<file path="src/design/mlr_pkg.sv">
// ----------------------------------------------------------------------------
// mlr_pkg
// Shared types, constants, region table and microcode for the midpoint line
// rasterizer.
// ----------------------------------------------------------------------------
package mlr_pkg;

  localparam int COORD_W     = 6;   // world coordinate width
  localparam int WALK_W      = 7;   // octant-space coordinate width
  localparam int DEC_W       = 9;   // decision variable width
  localparam int REGION_W    = 4;
  localparam int COORD_LIMIT = 31;

  typedef logic signed [COORD_W-1:0] coord_t;
  typedef logic signed [WALK_W-1:0]  walk_t;
  typedef logic signed [DEC_W-1:0]   dec_t;
  typedef logic [REGION_W-1:0]       region_t;
  typedef logic [1:0]                step_t;

  // Region number by [swap][negate x][negate y].
  localparam region_t REGION_TABLE [2][2][2] = '{
    '{'{4'd1, 4'd8}, '{4'd4, 4'd5}},
    '{'{4'd2, 4'd3}, '{4'd7, 4'd6}}
  };

  // octant_flags bit positions
  localparam int FLAG_SWAP = 0;
  localparam int FLAG_NEGX = 1;
  localparam int FLAG_NEGY = 2;

  typedef enum logic [2:0] {
    COND_NEVER,
    COND_IN_ACC,
    COND_EMPTY,
    COND_LAST,
    COND_ALWAYS
  } cond_t;

  // Program step addresses
  localparam step_t STEP_IDLE  = 2'd0;
  localparam step_t STEP_SETUP = 2'd1;
  localparam step_t STEP_WALK  = 2'd2;
  localparam step_t STEP_EMPTY = 2'd3;

  typedef struct packed {
    logic  in_ready;
    logic  setup;
    logic  emit;
    logic  emit_empty;
    logic  advance;     // fall through to the next step when no jump
    cond_t cond;
    step_t target;
  } uword_t;

  // Datapath controls issued by the sequencer
  typedef struct packed {
    logic load_in;
    logic setup;
    logic walk;
    logic load_empty;
  } ctrl_t;

  // Datapath status seen by the sequencer
  typedef struct packed {
    logic empty;
    logic last;
    logic out_free;
  } status_t;

  function automatic uword_t ucode_rom(input step_t pc);
    uword_t w;
    w = '0;
    unique case (pc)
      STEP_IDLE: begin
        w.in_ready = 1'b1;
        w.cond     = COND_IN_ACC;
        w.target   = STEP_SETUP;
      end
      STEP_SETUP: begin
        w.setup   = 1'b1;
        w.advance = 1'b1;
        w.cond    = COND_EMPTY;
        w.target  = STEP_EMPTY;
      end
      STEP_WALK: begin
        w.emit   = 1'b1;
        w.cond   = COND_LAST;
        w.target = STEP_IDLE;
      end
      STEP_EMPTY: begin
        w.emit_empty = 1'b1;
        w.cond       = COND_ALWAYS;
        w.target     = STEP_IDLE;
      end
      default: w = '0;
    endcase
    return w;
  endfunction

  // Clamp a raw coordinate to -COORD_LIMIT..COORD_LIMIT
  function automatic coord_t sat_coord(input coord_t v);
    coord_t r;
    r = v;
    if (int'(v) > COORD_LIMIT) r = COORD_W'(COORD_LIMIT);
    if (int'(v) < -COORD_LIMIT) r = COORD_W'(-COORD_LIMIT);
    return r;
  endfunction

endpackage

</file>
<file path="src/design/mlr_sequencer.sv">
// ----------------------------------------------------------------------------
// mlr_sequencer
// Step counter over the microcode table with conditional jumps; turns the
// current control word into datapath strobes.
// ----------------------------------------------------------------------------
module mlr_sequencer (
  input  logic            clk,
  input  logic            rst_n,
  input  logic            in_valid,
  output logic            in_ready,
  input  mlr_pkg::status_t sts,
  output mlr_pkg::ctrl_t   ctrl,
  output logic            busy
);
  import mlr_pkg::*;

  step_t  pc_r, pc_nxt;
  uword_t uw;
  logic   stall;
  logic   cond_hit;

  always_ff @(posedge clk) begin
    if (!rst_n) begin
      pc_r <= STEP_IDLE;
    end else begin
      pc_r <= pc_nxt;
    end
  end

  always_comb begin
    uw    = ucode_rom(pc_r);
    stall = (uw.emit || uw.emit_empty) && !sts.out_free;
    unique case (uw.cond)
      COND_NEVER:  cond_hit = 1'b0;
      COND_IN_ACC: cond_hit = in_valid;
      COND_EMPTY:  cond_hit = sts.empty;
      COND_LAST:   cond_hit = sts.last;
      COND_ALWAYS: cond_hit = 1'b1;
      default:     cond_hit = 1'b0;
    endcase
    priority if (stall) begin
      pc_nxt = pc_r;
    end else if (cond_hit) begin
      pc_nxt = uw.target;
    end else if (uw.advance) begin
      pc_nxt = pc_r + 2'd1;
    end else begin
      pc_nxt = pc_r;
    end

    in_ready        = uw.in_ready;
    ctrl.load_in    = uw.in_ready && in_valid;
    ctrl.setup      = uw.setup;
    ctrl.walk       = uw.emit && sts.out_free;
    ctrl.load_empty = uw.emit_empty && sts.out_free;
  end

  assign busy = (pc_r != STEP_IDLE);

endmodule

</file>
<file path="src/design/mlr_datapath.sv">
// ----------------------------------------------------------------------------
// mlr_datapath
// Coordinate registers, octant classification, midpoint decision update and
// the result register.
// ----------------------------------------------------------------------------
module mlr_datapath (
  input  logic             clk,
  input  logic             rst_n,
  input  mlr_pkg::ctrl_t   ctrl,
  output mlr_pkg::status_t sts,
  input  mlr_pkg::coord_t  in_start_x,
  input  mlr_pkg::coord_t  in_start_y,
  input  mlr_pkg::coord_t  in_end_x,
  input  mlr_pkg::coord_t  in_end_y,
  output logic             out_valid,
  input  logic             out_ready,
  output mlr_pkg::coord_t  out_pixel_x,
  output mlr_pkg::coord_t  out_pixel_y,
  output logic             out_step_ne,
  output mlr_pkg::region_t out_region,
  output logic             out_empty_line,
  output logic             out_last_pixel
);
  import mlr_pkg::*;

  coord_t  sx_r, sy_r, ex_r, ey_r;
  walk_t   walk_x_r, walk_y_r, walk_end_x_r;
  walk_t   major_delta_r, minor_delta_r;
  dec_t    decision_value_r;
  logic [2:0] octant_flags_r;
  region_t region_r;

  // setup
  walk_t dx, dy, adx, ady, mj, mn;
  walk_t ax, ay, bx, by, tdx, tdy;
  logic  swp, fx, fy;
  dec_t  d0;

  // walk
  logic  ne;
  walk_t xn, yn, wx, wy, px, py;
  dec_t  dn;

  logic  out_valid_r;
  coord_t px_r, py_r;
  logic  ne_r, empty_r, last_r;
  region_t oreg_r;

  always_comb begin
    dx  = walk_t'(ex_r) - walk_t'(sx_r);
    dy  = walk_t'(ey_r) - walk_t'(sy_r);
    adx = dx[WALK_W-1] ? -dx : dx;
    ady = dy[WALK_W-1] ? -dy : dy;
    swp = $unsigned(ady) > $unsigned(adx);
    mj  = swp ? dy : dx;
    mn  = swp ? dx : dy;
    fx  = mj[WALK_W-1];
    fy  = mn[WALK_W-1];
    ax  = swp ? walk_t'(sy_r) : walk_t'(sx_r);
    ay  = swp ? walk_t'(sx_r) : walk_t'(sy_r);
    bx  = swp ? walk_t'(ey_r) : walk_t'(ex_r);
    by  = swp ? walk_t'(ex_r) : walk_t'(ey_r);
    if (fx) begin
      ax = -ax;
      bx = -bx;
    end
    if (fy) begin
      ay = -ay;
      by = -by;
    end
    tdx = bx - ax;
    tdy = by - ay;
    d0  = {tdy[WALK_W-1], tdy, 1'b0} - dec_t'(tdx);
  end

  always_comb begin
    ne = !decision_value_r[DEC_W-1];
    xn = walk_x_r + walk_t'(1);
    yn = walk_y_r + walk_t'(ne);
    if (ne) begin
      dn = decision_value_r
         + {minor_delta_r[WALK_W-1], minor_delta_r, 1'b0}
         - {major_delta_r[WALK_W-1], major_delta_r, 1'b0};
    end else begin
      dn = decision_value_r + {minor_delta_r[WALK_W-1], minor_delta_r, 1'b0};
    end
    wx = octant_flags_r[FLAG_NEGX] ? -xn : xn;
    wy = octant_flags_r[FLAG_NEGY] ? -yn : yn;
    px = octant_flags_r[FLAG_SWAP] ? wy : wx;
    py = octant_flags_r[FLAG_SWAP] ? wx : wy;
  end

  assign sts.empty    = (dx == '0) && (dy == '0);
  assign sts.last     = (xn == walk_end_x_r);
  assign sts.out_free = !out_valid_r || out_ready;

  always_ff @(posedge clk) begin
    if (ctrl.load_in) begin
      sx_r <= sat_coord(in_start_x);
      sy_r <= sat_coord(in_start_y);
      ex_r <= sat_coord(in_end_x);
      ey_r <= sat_coord(in_end_y);
    end
    if (ctrl.setup) begin
      walk_x_r         <= ax;
      walk_y_r         <= ay;
      walk_end_x_r     <= bx;
      major_delta_r    <= tdx;
      minor_delta_r    <= tdy;
      decision_value_r <= d0;
      octant_flags_r   <= {fy, fx, swp};
      region_r         <= REGION_TABLE[swp][fx][fy];
    end
    if (ctrl.walk) begin
      walk_x_r         <= xn;
      walk_y_r         <= yn;
      decision_value_r <= dn;
      px_r    <= px[COORD_W-1:0];
      py_r    <= py[COORD_W-1:0];
      ne_r    <= ne;
      oreg_r  <= region_r;
      empty_r <= 1'b0;
      last_r  <= sts.last;
    end
    if (ctrl.load_empty) begin
      px_r    <= sx_r;
      py_r    <= sy_r;
      ne_r    <= 1'b0;
      oreg_r  <= '0;
      empty_r <= 1'b1;
      last_r  <= 1'b1;
    end
  end

  always_ff @(posedge clk) begin
    if (!rst_n) begin
      out_valid_r <= 1'b0;
    end else begin
      if (ctrl.walk || ctrl.load_empty) begin
        out_valid_r <= 1'b1;
      end else if (out_ready) begin
        out_valid_r <= 1'b0;
      end
    end
  end

  assign out_valid      = out_valid_r;
  assign out_pixel_x    = px_r;
  assign out_pixel_y    = py_r;
  assign out_step_ne    = ne_r;
  assign out_region     = oreg_r;
  assign out_empty_line = empty_r;
  assign out_last_pixel = last_r;

endmodule

</file>
<file path="src/design/midpoint_line_rasterizer_core.sv">
// ----------------------------------------------------------------------------
// midpoint_line_rasterizer_core
// All-octant midpoint line rasterizer: one line request in, one item per
// pixel out, driven by a four-step microcode sequencer.
//
//   channel | direction | payload
//   in_     | input     | start_x, start_y, end_x, end_y (signed 6 bit)
//   out_    | output    | pixel_x, pixel_y, step_ne, region, empty_line,
//           |           | last_pixel
//
// A line passes an accept step and a setup step, then the walk step emits
// one pixel per cycle while the result register is free; an empty line goes
// to the empty step instead. The walk step emits at most one pixel per cycle
// into the result register. Reset returns the sequencer to the idle step and
// clears the result valid. A stalled result register holds the walk step.
// ----------------------------------------------------------------------------
module midpoint_line_rasterizer_core (
  input  logic             clk,
  input  logic             rst_n,
  input  logic             in_valid,
  output logic             in_ready,
  input  mlr_pkg::coord_t  in_start_x,
  input  mlr_pkg::coord_t  in_start_y,
  input  mlr_pkg::coord_t  in_end_x,
  input  mlr_pkg::coord_t  in_end_y,
  output logic             out_valid,
  input  logic             out_ready,
  output mlr_pkg::coord_t  out_pixel_x,
  output mlr_pkg::coord_t  out_pixel_y,
  output logic             out_step_ne,
  output mlr_pkg::region_t out_region,
  output logic             out_empty_line,
  output logic             out_last_pixel
);
  import mlr_pkg::*;

  ctrl_t   ctrl;
  status_t sts;
  logic    busy;

  mlr_sequencer u_seq (
    .clk      (clk),
    .rst_n    (rst_n),
    .in_valid (in_valid),
    .in_ready (in_ready),
    .sts      (sts),
    .ctrl     (ctrl),
    .busy     (busy)
  );

  mlr_datapath u_dp (
    .clk            (clk),
    .rst_n          (rst_n),
    .ctrl           (ctrl),
    .sts            (sts),
    .in_start_x     (in_start_x),
    .in_start_y     (in_start_y),
    .in_end_x       (in_end_x),
    .in_end_y       (in_end_y),
    .out_valid      (out_valid),
    .out_ready      (out_ready),
    .out_pixel_x    (out_pixel_x),
    .out_pixel_y    (out_pixel_y),
    .out_step_ne    (out_step_ne),
    .out_region     (out_region),
    .out_empty_line (out_empty_line),
    .out_last_pixel (out_last_pixel)
  );

  // An accepted item moves the sequencer off the idle step
  a_accept_busy: assert property (@(posedge clk) disable iff (!rst_n)
    (in_valid && in_ready) |=> (busy && !in_ready))
    else $error("sequencer did not leave idle after accepting an item");

  // Never ready while a line is in flight
  a_ready_idle: assert property (@(posedge clk) disable iff (!rst_n)
    busy |-> !in_ready)
    else $error("input ready while busy");

  // Empty line result carries region zero and closes the line
  a_empty_form: assert property (@(posedge clk) disable iff (!rst_n)
    (out_valid && out_empty_line) |-> (out_last_pixel && out_region == '0))
    else $error("malformed empty-line result");

  // Drawn pixels always carry a real region
  a_region_nz: assert property (@(posedge clk) disable iff (!rst_n)
    (out_valid && !out_empty_line) |-> (out_region != '0 && !out_region[3]
      || out_region == 4'd8))
    else $error("pixel with invalid region");

endmodule

</file>
<file path="config.mk">
export PLATFORM = sky130hd
export DESIGN_NAME = midpoint_line_rasterizer_core
export DESIGN_NICKNAME = d
export VERILOG_FILES = /design/src/design/mlr_pkg.sv /design/src/design/mlr_sequencer.sv /design/src/design/mlr_datapath.sv /design/src/design/midpoint_line_rasterizer_core.sv
export SDC_FILE = /design/constraint.sdc
export NUM_CORES = 1
export LEC_CHECK = 0
export BUFFER_PORTS_ARGS = -buffer_cell sky130_fd_sc_hd__buf_2
export CAP_MARGIN = 20
export CORE_MARGIN = 2
export CORE_UTILIZATION = 45
export DETAILED_ROUTE_END_ITERATION = 8
export HOLD_SLACK_MARGIN = 0.05
export PLACE_DENSITY = 0.71
export REMOVE_ABC_BUFFERS = 1
export SYNTH_ARGS = -nofsm -noshare
export SYNTH_HDL_FRONTEND = slang
export SYNTH_SLANG_ARGS = --single-unit
export TNS_END_PERCENT = 1
</file>
<file path="constraint.sdc">
create_clock -name clk -period 18.7 [get_ports clk]
set_clock_uncertainty 0.1 [all_clocks]
set_input_delay 0.935 -clock clk [delete_from_list [all_inputs] [get_ports clk]]
set_output_delay 0.935 -clock clk [all_outputs]
set_load 0.02 [all_outputs]
</file>
==> results.md, run 1 <==
* Post-synth top area share at 33.2%
* Setup TNS at 0 ps
* # fillers at 1493
* Initial DRC Count at 630
* Post-synthesis cell type count at 76
* Synth Register Bits at 93
* Hold Fails Final Rpt at 0
* Min cycle time layout at 8550 ps
* Largest net degree at the start of global routing at 46
* Layout Nets at 919
* Antenna Nets Post-Route at 0
* Worst hold path class: reg -> reg
* Final cell count without fillers at 1049
* Reg2Reg Depth at 29
* Largest family of logic cells by synthesized area: compound AO/OA/AOI/OAI gates
* Initial Util at 45.6%
* Startpoint Class: register
* Antenna violations before repair at 0
* Worst path most repeated cell: ha_1
* Result of the run: finished, final reports clean
* R2R Setup Slk at 10150 ps
* Hold buffer count at CTS at 0
* CTS tree: yes
* Synth Cell Area at 7510 sq um
* Most frequent cells in the layout: edfxtp_1, nand2_1, ha_1
* Most common cell after layout, fill and taps aside: edfxtp_1
* Ys async rst share at 0%
* Dominant cell type by area after synthesis: edfxtp_1
* Setup repair bufs after CTS at 0
* Max-slew violation count at 0
* Number of synthesized flops with an enable pin at 83
* Post-route cell area at 8180 sq um
* Worst slew pin tran at 1090 ps
* Hold path start: u_dp.out_empty_line
* Die area at 17700 sq um
* Crit-path max cell delay at 610 ps
* Max Fanout on Critical Path at 45
* Vias in the first global route at 5523
* CP Class: reg -> reg
* Share of cells above drive strength 1 at 10.6%
* Area Growth Syn to Fin at 8.97%
* Synth Warn # at 0
* Cells after DPL at 1032
* Adder-Cell Fraction of Synth Area at 12.4%
* XOR/XNOR Fraction of Synth Area at 10.7%
* Hold-critical path endpoint: u_dp.out_empty_line
* Drt via density at 5.64
* RSZ-0062 raised after global routing: false
* Max H-tree Level at 3
* Die Span Y at 133 um
* Multi-input logic area at 4390 sq um
* RR Endpoint: u_dp.decision_value_r[7]
* WL/cell at 17.2 um
* WP data arrival at 8660 ps
* Ys flop type: edfxtp_1
* Antenna cells at 0
* Vias at 5920
* Syn Inst Count at 809
* Sequential area share after synthesis at 35.9%
* Placed inst area at 7850 sq um
* Mux cell area share after synthesis at 3.12%
* Worst-path clk slew at 70 ps
* MaxCap Viol Count at 0
* Hpwl dp at 13700 um
* Synth Area in Compound Gates at 16.5%
* Placer congestion estimate at 0.927
* Root buffer cell: clkbuf_16
* CP required at 18800 ps
* Core ar. at 16500 sq um
* Synth Area in Simple Gates at 15.8%
* Slowest CP cell: o22ai_1
* # DRC at 0
* Clk Latency, worst-skew pair at 360 ps
* CTS max path bufs at 2
* Total gr overflow at 0
* FMAX at 117 MHz
* Worst hold path stage count at 2
* PortBufs at 48
* Die X at 133 um
* # IOs at 49
* CTS buffer count at 9
* Slew HR at 27.4%
* # rows at 47
* Final worst-path cycle share at 45.7%
* CTS sink count at 93
* PostCTS Resize Cnt at 0
* Setup Viol. Count Final at 0
* Register area at 2690 sq um
* Reg2reg start: u_dp.ex_r[2]
* Total track usage at 20.7%
* Synth top area cells: edfxtp_1, ha_1, xnor2_1
* Avg Cell Area, Syn at 9.28 sq um
* Drt pass-1 iters at 5
* First-pass GRT wire length at 28700 um
* Drt total wl at 18000 um
* CP Capture Type: register
[metal layers]
metal	vias to the layer above	track usage, %	part of all wire (%)
met5	-	0	0
met4	0	7.09	2.1
met3	31	3.58	6.2
met2	223	32.7	46
met1	2760	29.0	46
li1	2906	-	-
[worst max path at each step]
stage | startpoint | end | slack, ps | cells after the start
3_3_place_gp | u_dp.ex_r[2] | u_dp.decision_value_r[7] | 10670 | 29
4_1_cts | u_dp.ex_r[0] | u_dp.decision_value_r[7] | 10350 | 31
3_5_place_dp | u_dp.sy_r[0] | u_dp.decision_value_r[7] | 10370 | 30
5_1_grt | u_dp.ex_r[0] | u_dp.decision_value_r[7] | 9530 | 31
6_report | u_dp.ex_r[2] | u_dp.decision_value_r[7] | 10150 | 29
2_1_floorplan | u_dp.ex_r[2] | u_dp.decision_value_r[7] | 11460 | 29
[worst max-delay path, delay by kind of cell, from the launching register on]
kind,cells,cell delay (ps)
AO/OA/AOI/OAI,12,3890
adder cells (fa/ha/maj),5,1660
AND/OR/NAND/NOR,8,1360
flip-flops,1,550
buffers and inverters,2,420
XOR/XNOR,2,400
[stage by stage]
| stage | setup slack, ps | utilization (%) | hold slack (ps) |
|---|---|---|---|
| floorplan | 11460 | - | 371 |
| global route | 9530 | 49.7 | 385 |
| detailed placement | 10370 | 47.7 | 337 |
| finish | 10150 | 49.7 | 353 |
| CTS | 10350 | 49.5 | 349 |
| global placement | 10670 | 47.7 | 331 |
[final cells by class]
cell class,count,area share (%)
multi-input combinational,608,53.6
sequential,93,32.9
timing repair buffer,52,3.55
tap,220,3.37
clock buffer,10,2.80
inverter,60,2.78
clock inverter,6,0.933
[registers in the layout, indices dropped and copies added, names as in the netlist]
signal / cells
u_dp.major_delta_r: 7
u_dp.ey_r: 6
u_dp.decision_value_r: 8
u_dp.sy_r: 6
u_dp.octant_flags_r: 3
u_dp.out_pixel_y: 6
u_dp.out_last_pixel: 1
u_dp.minor_delta_r: 7
u_dp.walk_end_x_r: 7
u_dp.ex_r: 6
u_dp.out_pixel_x: 6
u_dp.out_region: 4
u_seq.pc_r: 2
u_dp.out_valid: 1
u_dp.walk_x_r: 7
u_dp.walk_y_r: 6
u_dp.out_step_ne: 1
u_dp.region_r: 2
u_dp.sx_r: 6
u_dp.out_empty_line: 1
[synthesized netlist by cell type (all sizes together) (7+ instances only)]
master,instances
edfxtp,83
nand2,64
ha,60
inv,60
nor2,57
a21oi,55
xnor2,55
o21ai,45
clkbuf,42
xor2,34
mux2i,21
nand3,19
a211oi,16
nor2b,16
a21o,14
nand2b,11
nor3,11
nor4,11
and2,10
dfxtp,10
or3,9
a31oi,7
fa,7
[kinds of logic (layout without fill, tap and decap cells)]
group                      count (synthesis)  in the layout
xor gates and xnor gates                  90             90
and+or+nand+nor                          235            235
adders and majority gates                 71             71
DFF                                       93             93
AOI/OAI and AO/OA                        190            190
buffers and inverters                    108            128
muxes                                     22             22
Power of run 1 is left out: the tool's default activity adds up to more than one toggle a clock period on the data nets, which glitch-free logic cannot reach.
==> run 2: changes to the inputs <==
Settings changed: ABC_AREA from default to 1, PLACE_DENSITY 0.71 to 0.73.
Clock period 18.7 ns to 7.6 ns, I/O delays scaled along.
==> results.md, run 2 <==
* Antenna Nets Post-Route at 0 (unchanged)
* Hpwl dp at 13800 um (was 13700 um)
* Multi-input logic area at 4150 sq um (was 4390 sq um)
* Worst path most repeated cell: nand2_1 (was ha_1)
* Number of synthesized flops with an enable pin at 83 (unchanged)
* Register area at 2690 sq um (unchanged)
* # fillers at 1564 (was 1493)
* Min cycle time layout at 6790 ps (was 8550 ps)
* CTS sink count at 93 (unchanged)
* Worst-path clk slew at 70 ps (about the same)
* # IOs at 49 (unchanged)
* Share of cells above drive strength 1 at 15.3% (was 10.6%)
* Slowest CP cell: fa_1 (was o22ai_1)
* Placed inst area at 7960 sq um (was 7850 sq um)
* Max-slew violation count at 0 (unchanged)
* Post-synthesis cell type count at 52 (was 76)
* Antenna violations before repair at 0 (unchanged)
* Drt pass-1 iters at 8 (was 5)
* Drt via density at 5.14 (was 5.64)
* Reg2reg start: u_dp.ex_r[0] (was u_dp.ex_r[2])
* GR Util met1 at 26.8% (was 29.0%)
* Synth Register Bits at 93 (unchanged)
* PortBufs at 48 (unchanged)
* CP required at 7620 ps (was 18800 ps)
* Max reg flops at 8 (unchanged)
* # rows at 47 (unchanged)
* Dominant cell type by area after synthesis: edfxtp_1 (unchanged)
* Synth Warn # at 0 (unchanged)
* Worst hold path class: in -> reg (was reg -> reg)
* Die area at 18000 sq um (was 17700 sq um)
* WL/cell at 14.4 um (was 17.2 um)
* CTS max path bufs at 2 (unchanged)
* Ys flop type: edfxtp_1 (unchanged)
* Root buffer cell: clkbuf_16 (unchanged)
* Total track usage at 20.6% (was 20.7%)
* Post-synth top area share at 32.7% (was 33.2%)
* Most frequent cells in the layout: nand2_1, inv_1, edfxtp_1 (was edfxtp_1, nand2_1, ha_1)
* Met3 Resource Use GR at 3.44% (was 3.58%)
* Hold path start: in_end_y[4] (was u_dp.out_empty_line)
* Worst slew pin tran at 877 ps (was 1090 ps)
* Final worst-path cycle share at 89.3% (was 45.7%)
* CP Capture Type: register (unchanged)
* Sequential area share after synthesis at 35.3% (was 35.9%)
* Die X at 134 um (was 133 um)
* Hold Fails Final Rpt at 0 (unchanged)
* Avg Cell Area, Syn at 7.93 sq um (was 9.28 sq um)
* FMAX at 147 MHz (was 117 MHz)
* Synth top area cells: edfxtp_1, nand2_1, ha_1 (was edfxtp_1, ha_1, xnor2_1)
* Initial Util at 45.9% (was 45.6%)
* Drt total wl at 17500 um (was 18000 um)
* GR peak layer: met2 (unchanged)
* Vias at 6225 (was 5920)
* Setup TNS at 0 ps (unchanged)
* Setup repair bufs after CTS at 0 (unchanged)
* Result of the run: finished, final reports clean (unchanged)
* CP Class: reg -> reg (unchanged)
* Placer congestion estimate at 0.945 (was 0.927)
* Post-route cell area at 8240 sq um (was 8180 sq um)
* # DRC at 0 (unchanged)
* MaxCap Viol Count at 0 (unchanged)
* RSZ-0062 raised after global routing: false (unchanged)
* Max H-tree Level at 3 (unchanged)
* Most common cell after layout, fill and taps aside: nand2_1 (was edfxtp_1)
* Total gr overflow at 0 (unchanged)
* Clk Latency, worst-skew pair at 360 ps (about the same)
* Ys async rst share at 0% (unchanged)
* Area Growth Syn to Fin at 8.19% (was 8.97%)
* Max Fanout on Critical Path at 47 (was 45)
* Die Span Y at 134 um (was 133 um)
* Vias in the first global route at 5939 (was 5523)
* Synth Cell Area at 7620 sq um (was 7510 sq um)
* WP data arrival at 6810 ps (was 8660 ps)
* Antenna cells at 0 (unchanged)
* Hold buffer count at CTS at 0 (unchanged)
* Most common cell in the netlist: nand2_1 (was edfxtp_1)
* Crit-path max cell delay at 410 ps (was 610 ps)
* CTS tree: yes (unchanged)
* Crit path from: u_dp.ex_r[0] (was u_dp.ex_r[2])
* First-pass GRT wire length at 28900 um (was 28700 um)
* CTS buffer count at 9 (unchanged)
* Syn Inst Count at 961 (was 809)
* Met2 global-route usage at 34.0% (was 32.7%)
* Layout Nets at 1082 (was 919)
* Largest net degree at the start of global routing at 48 (was 46)
* Top reg by flops: u_dp.decision_value_r (unchanged)
* Initial DRC Count at 363 (was 630)
* PostCTS Resize Cnt at 0 (unchanged)
* Core ar. at 16600 sq um (was 16500 sq um)
* Startpoint Class: register (unchanged)
* Slew HR at 41.5% (was 27.4%)
* Commonest cells in the synthesized netlist: nand2_1, inv_1, edfxtp_1 (was edfxtp_1, nand2_1, ha_1)
* Setup Viol. Count Final at 0 (unchanged)
## run 2: worst paths after layout
check                             endpoint  slack [ps]  cells after the start
setup reg to reg  u_dp.decision_value_r[6]         810                     40
setup / recovery  u_dp.decision_value_r[6]         810                     40
hold / removal                u_dp.ey_r[4]         100                      1
hold reg to reg        u_dp.out_empty_line         350                      2
## run 2: cell families (layout without fill, tap and decap cells)
kind of cell             after synthesis  after routing  synth area share [%]
adder cells (fa/ha/maj)               67             67                  11.7
buffers and inverters                188            219                  10.2
AO/OA/AOI/OAI                        143            143                  10.8
multiplexers                           1              1                 0.131
AND/OR/NAND/NOR                      412            412                  25.2
flip-flops                            93             93                  35.3
XOR/XNOR                              57             57                  6.65
## run 2: stage by stage
step / util [%] / hold WS [ps] / setup slack (ps) / instances
2_1_floorplan: - / 347 / 1650 / 924
3_3_place_gp: 48.0 / 339 / 1150 / 1196
5_1_grt: 49.7 / 98.3 / 227 / 1212
6_report: 49.7 / 103 / 813 / 1212
3_5_place_dp: 48.0 / 341 / 960 / 1196
4_1_cts: 49.7 / 93.2 / 873 / 1212
## run 2: layer usage
| layer | vias to the layer above | part of all wire [%] | wire, um |
|---|---|---|---|
| li1 | 3187 | - | - |
| met1 | 2813 | 46 | 7980 |
| met2 | 191 | 46 | 8130 |
| met3 | 34 | 4.8 | 844 |
| met4 | 0 | 3.1 | 550 |
| met5 | - | 0 | 0 |
## run 2: critical path: cells and delay by family, from the launching register on
kind / cells / cell delay [ps]
simple gates: 19 / 2260
fa+ha+maj: 6 / 1830
compound gates: 7 / 1250
buf+inv: 7 / 520
flops: 1 / 400
xor+xnor: 1 / 180
## run 2: final cells by class
class | count | area share (%)
tap | 220 | 3.34
timing repair buffer | 52 | 3.28
clock inverter | 7 | 0.713
inverter | 151 | 6.89
sequential | 93 | 32.7
multi-input combinational | 680 | 50.4
clock buffer | 9 | 2.73
Power of run 2 is left out for the same reason.
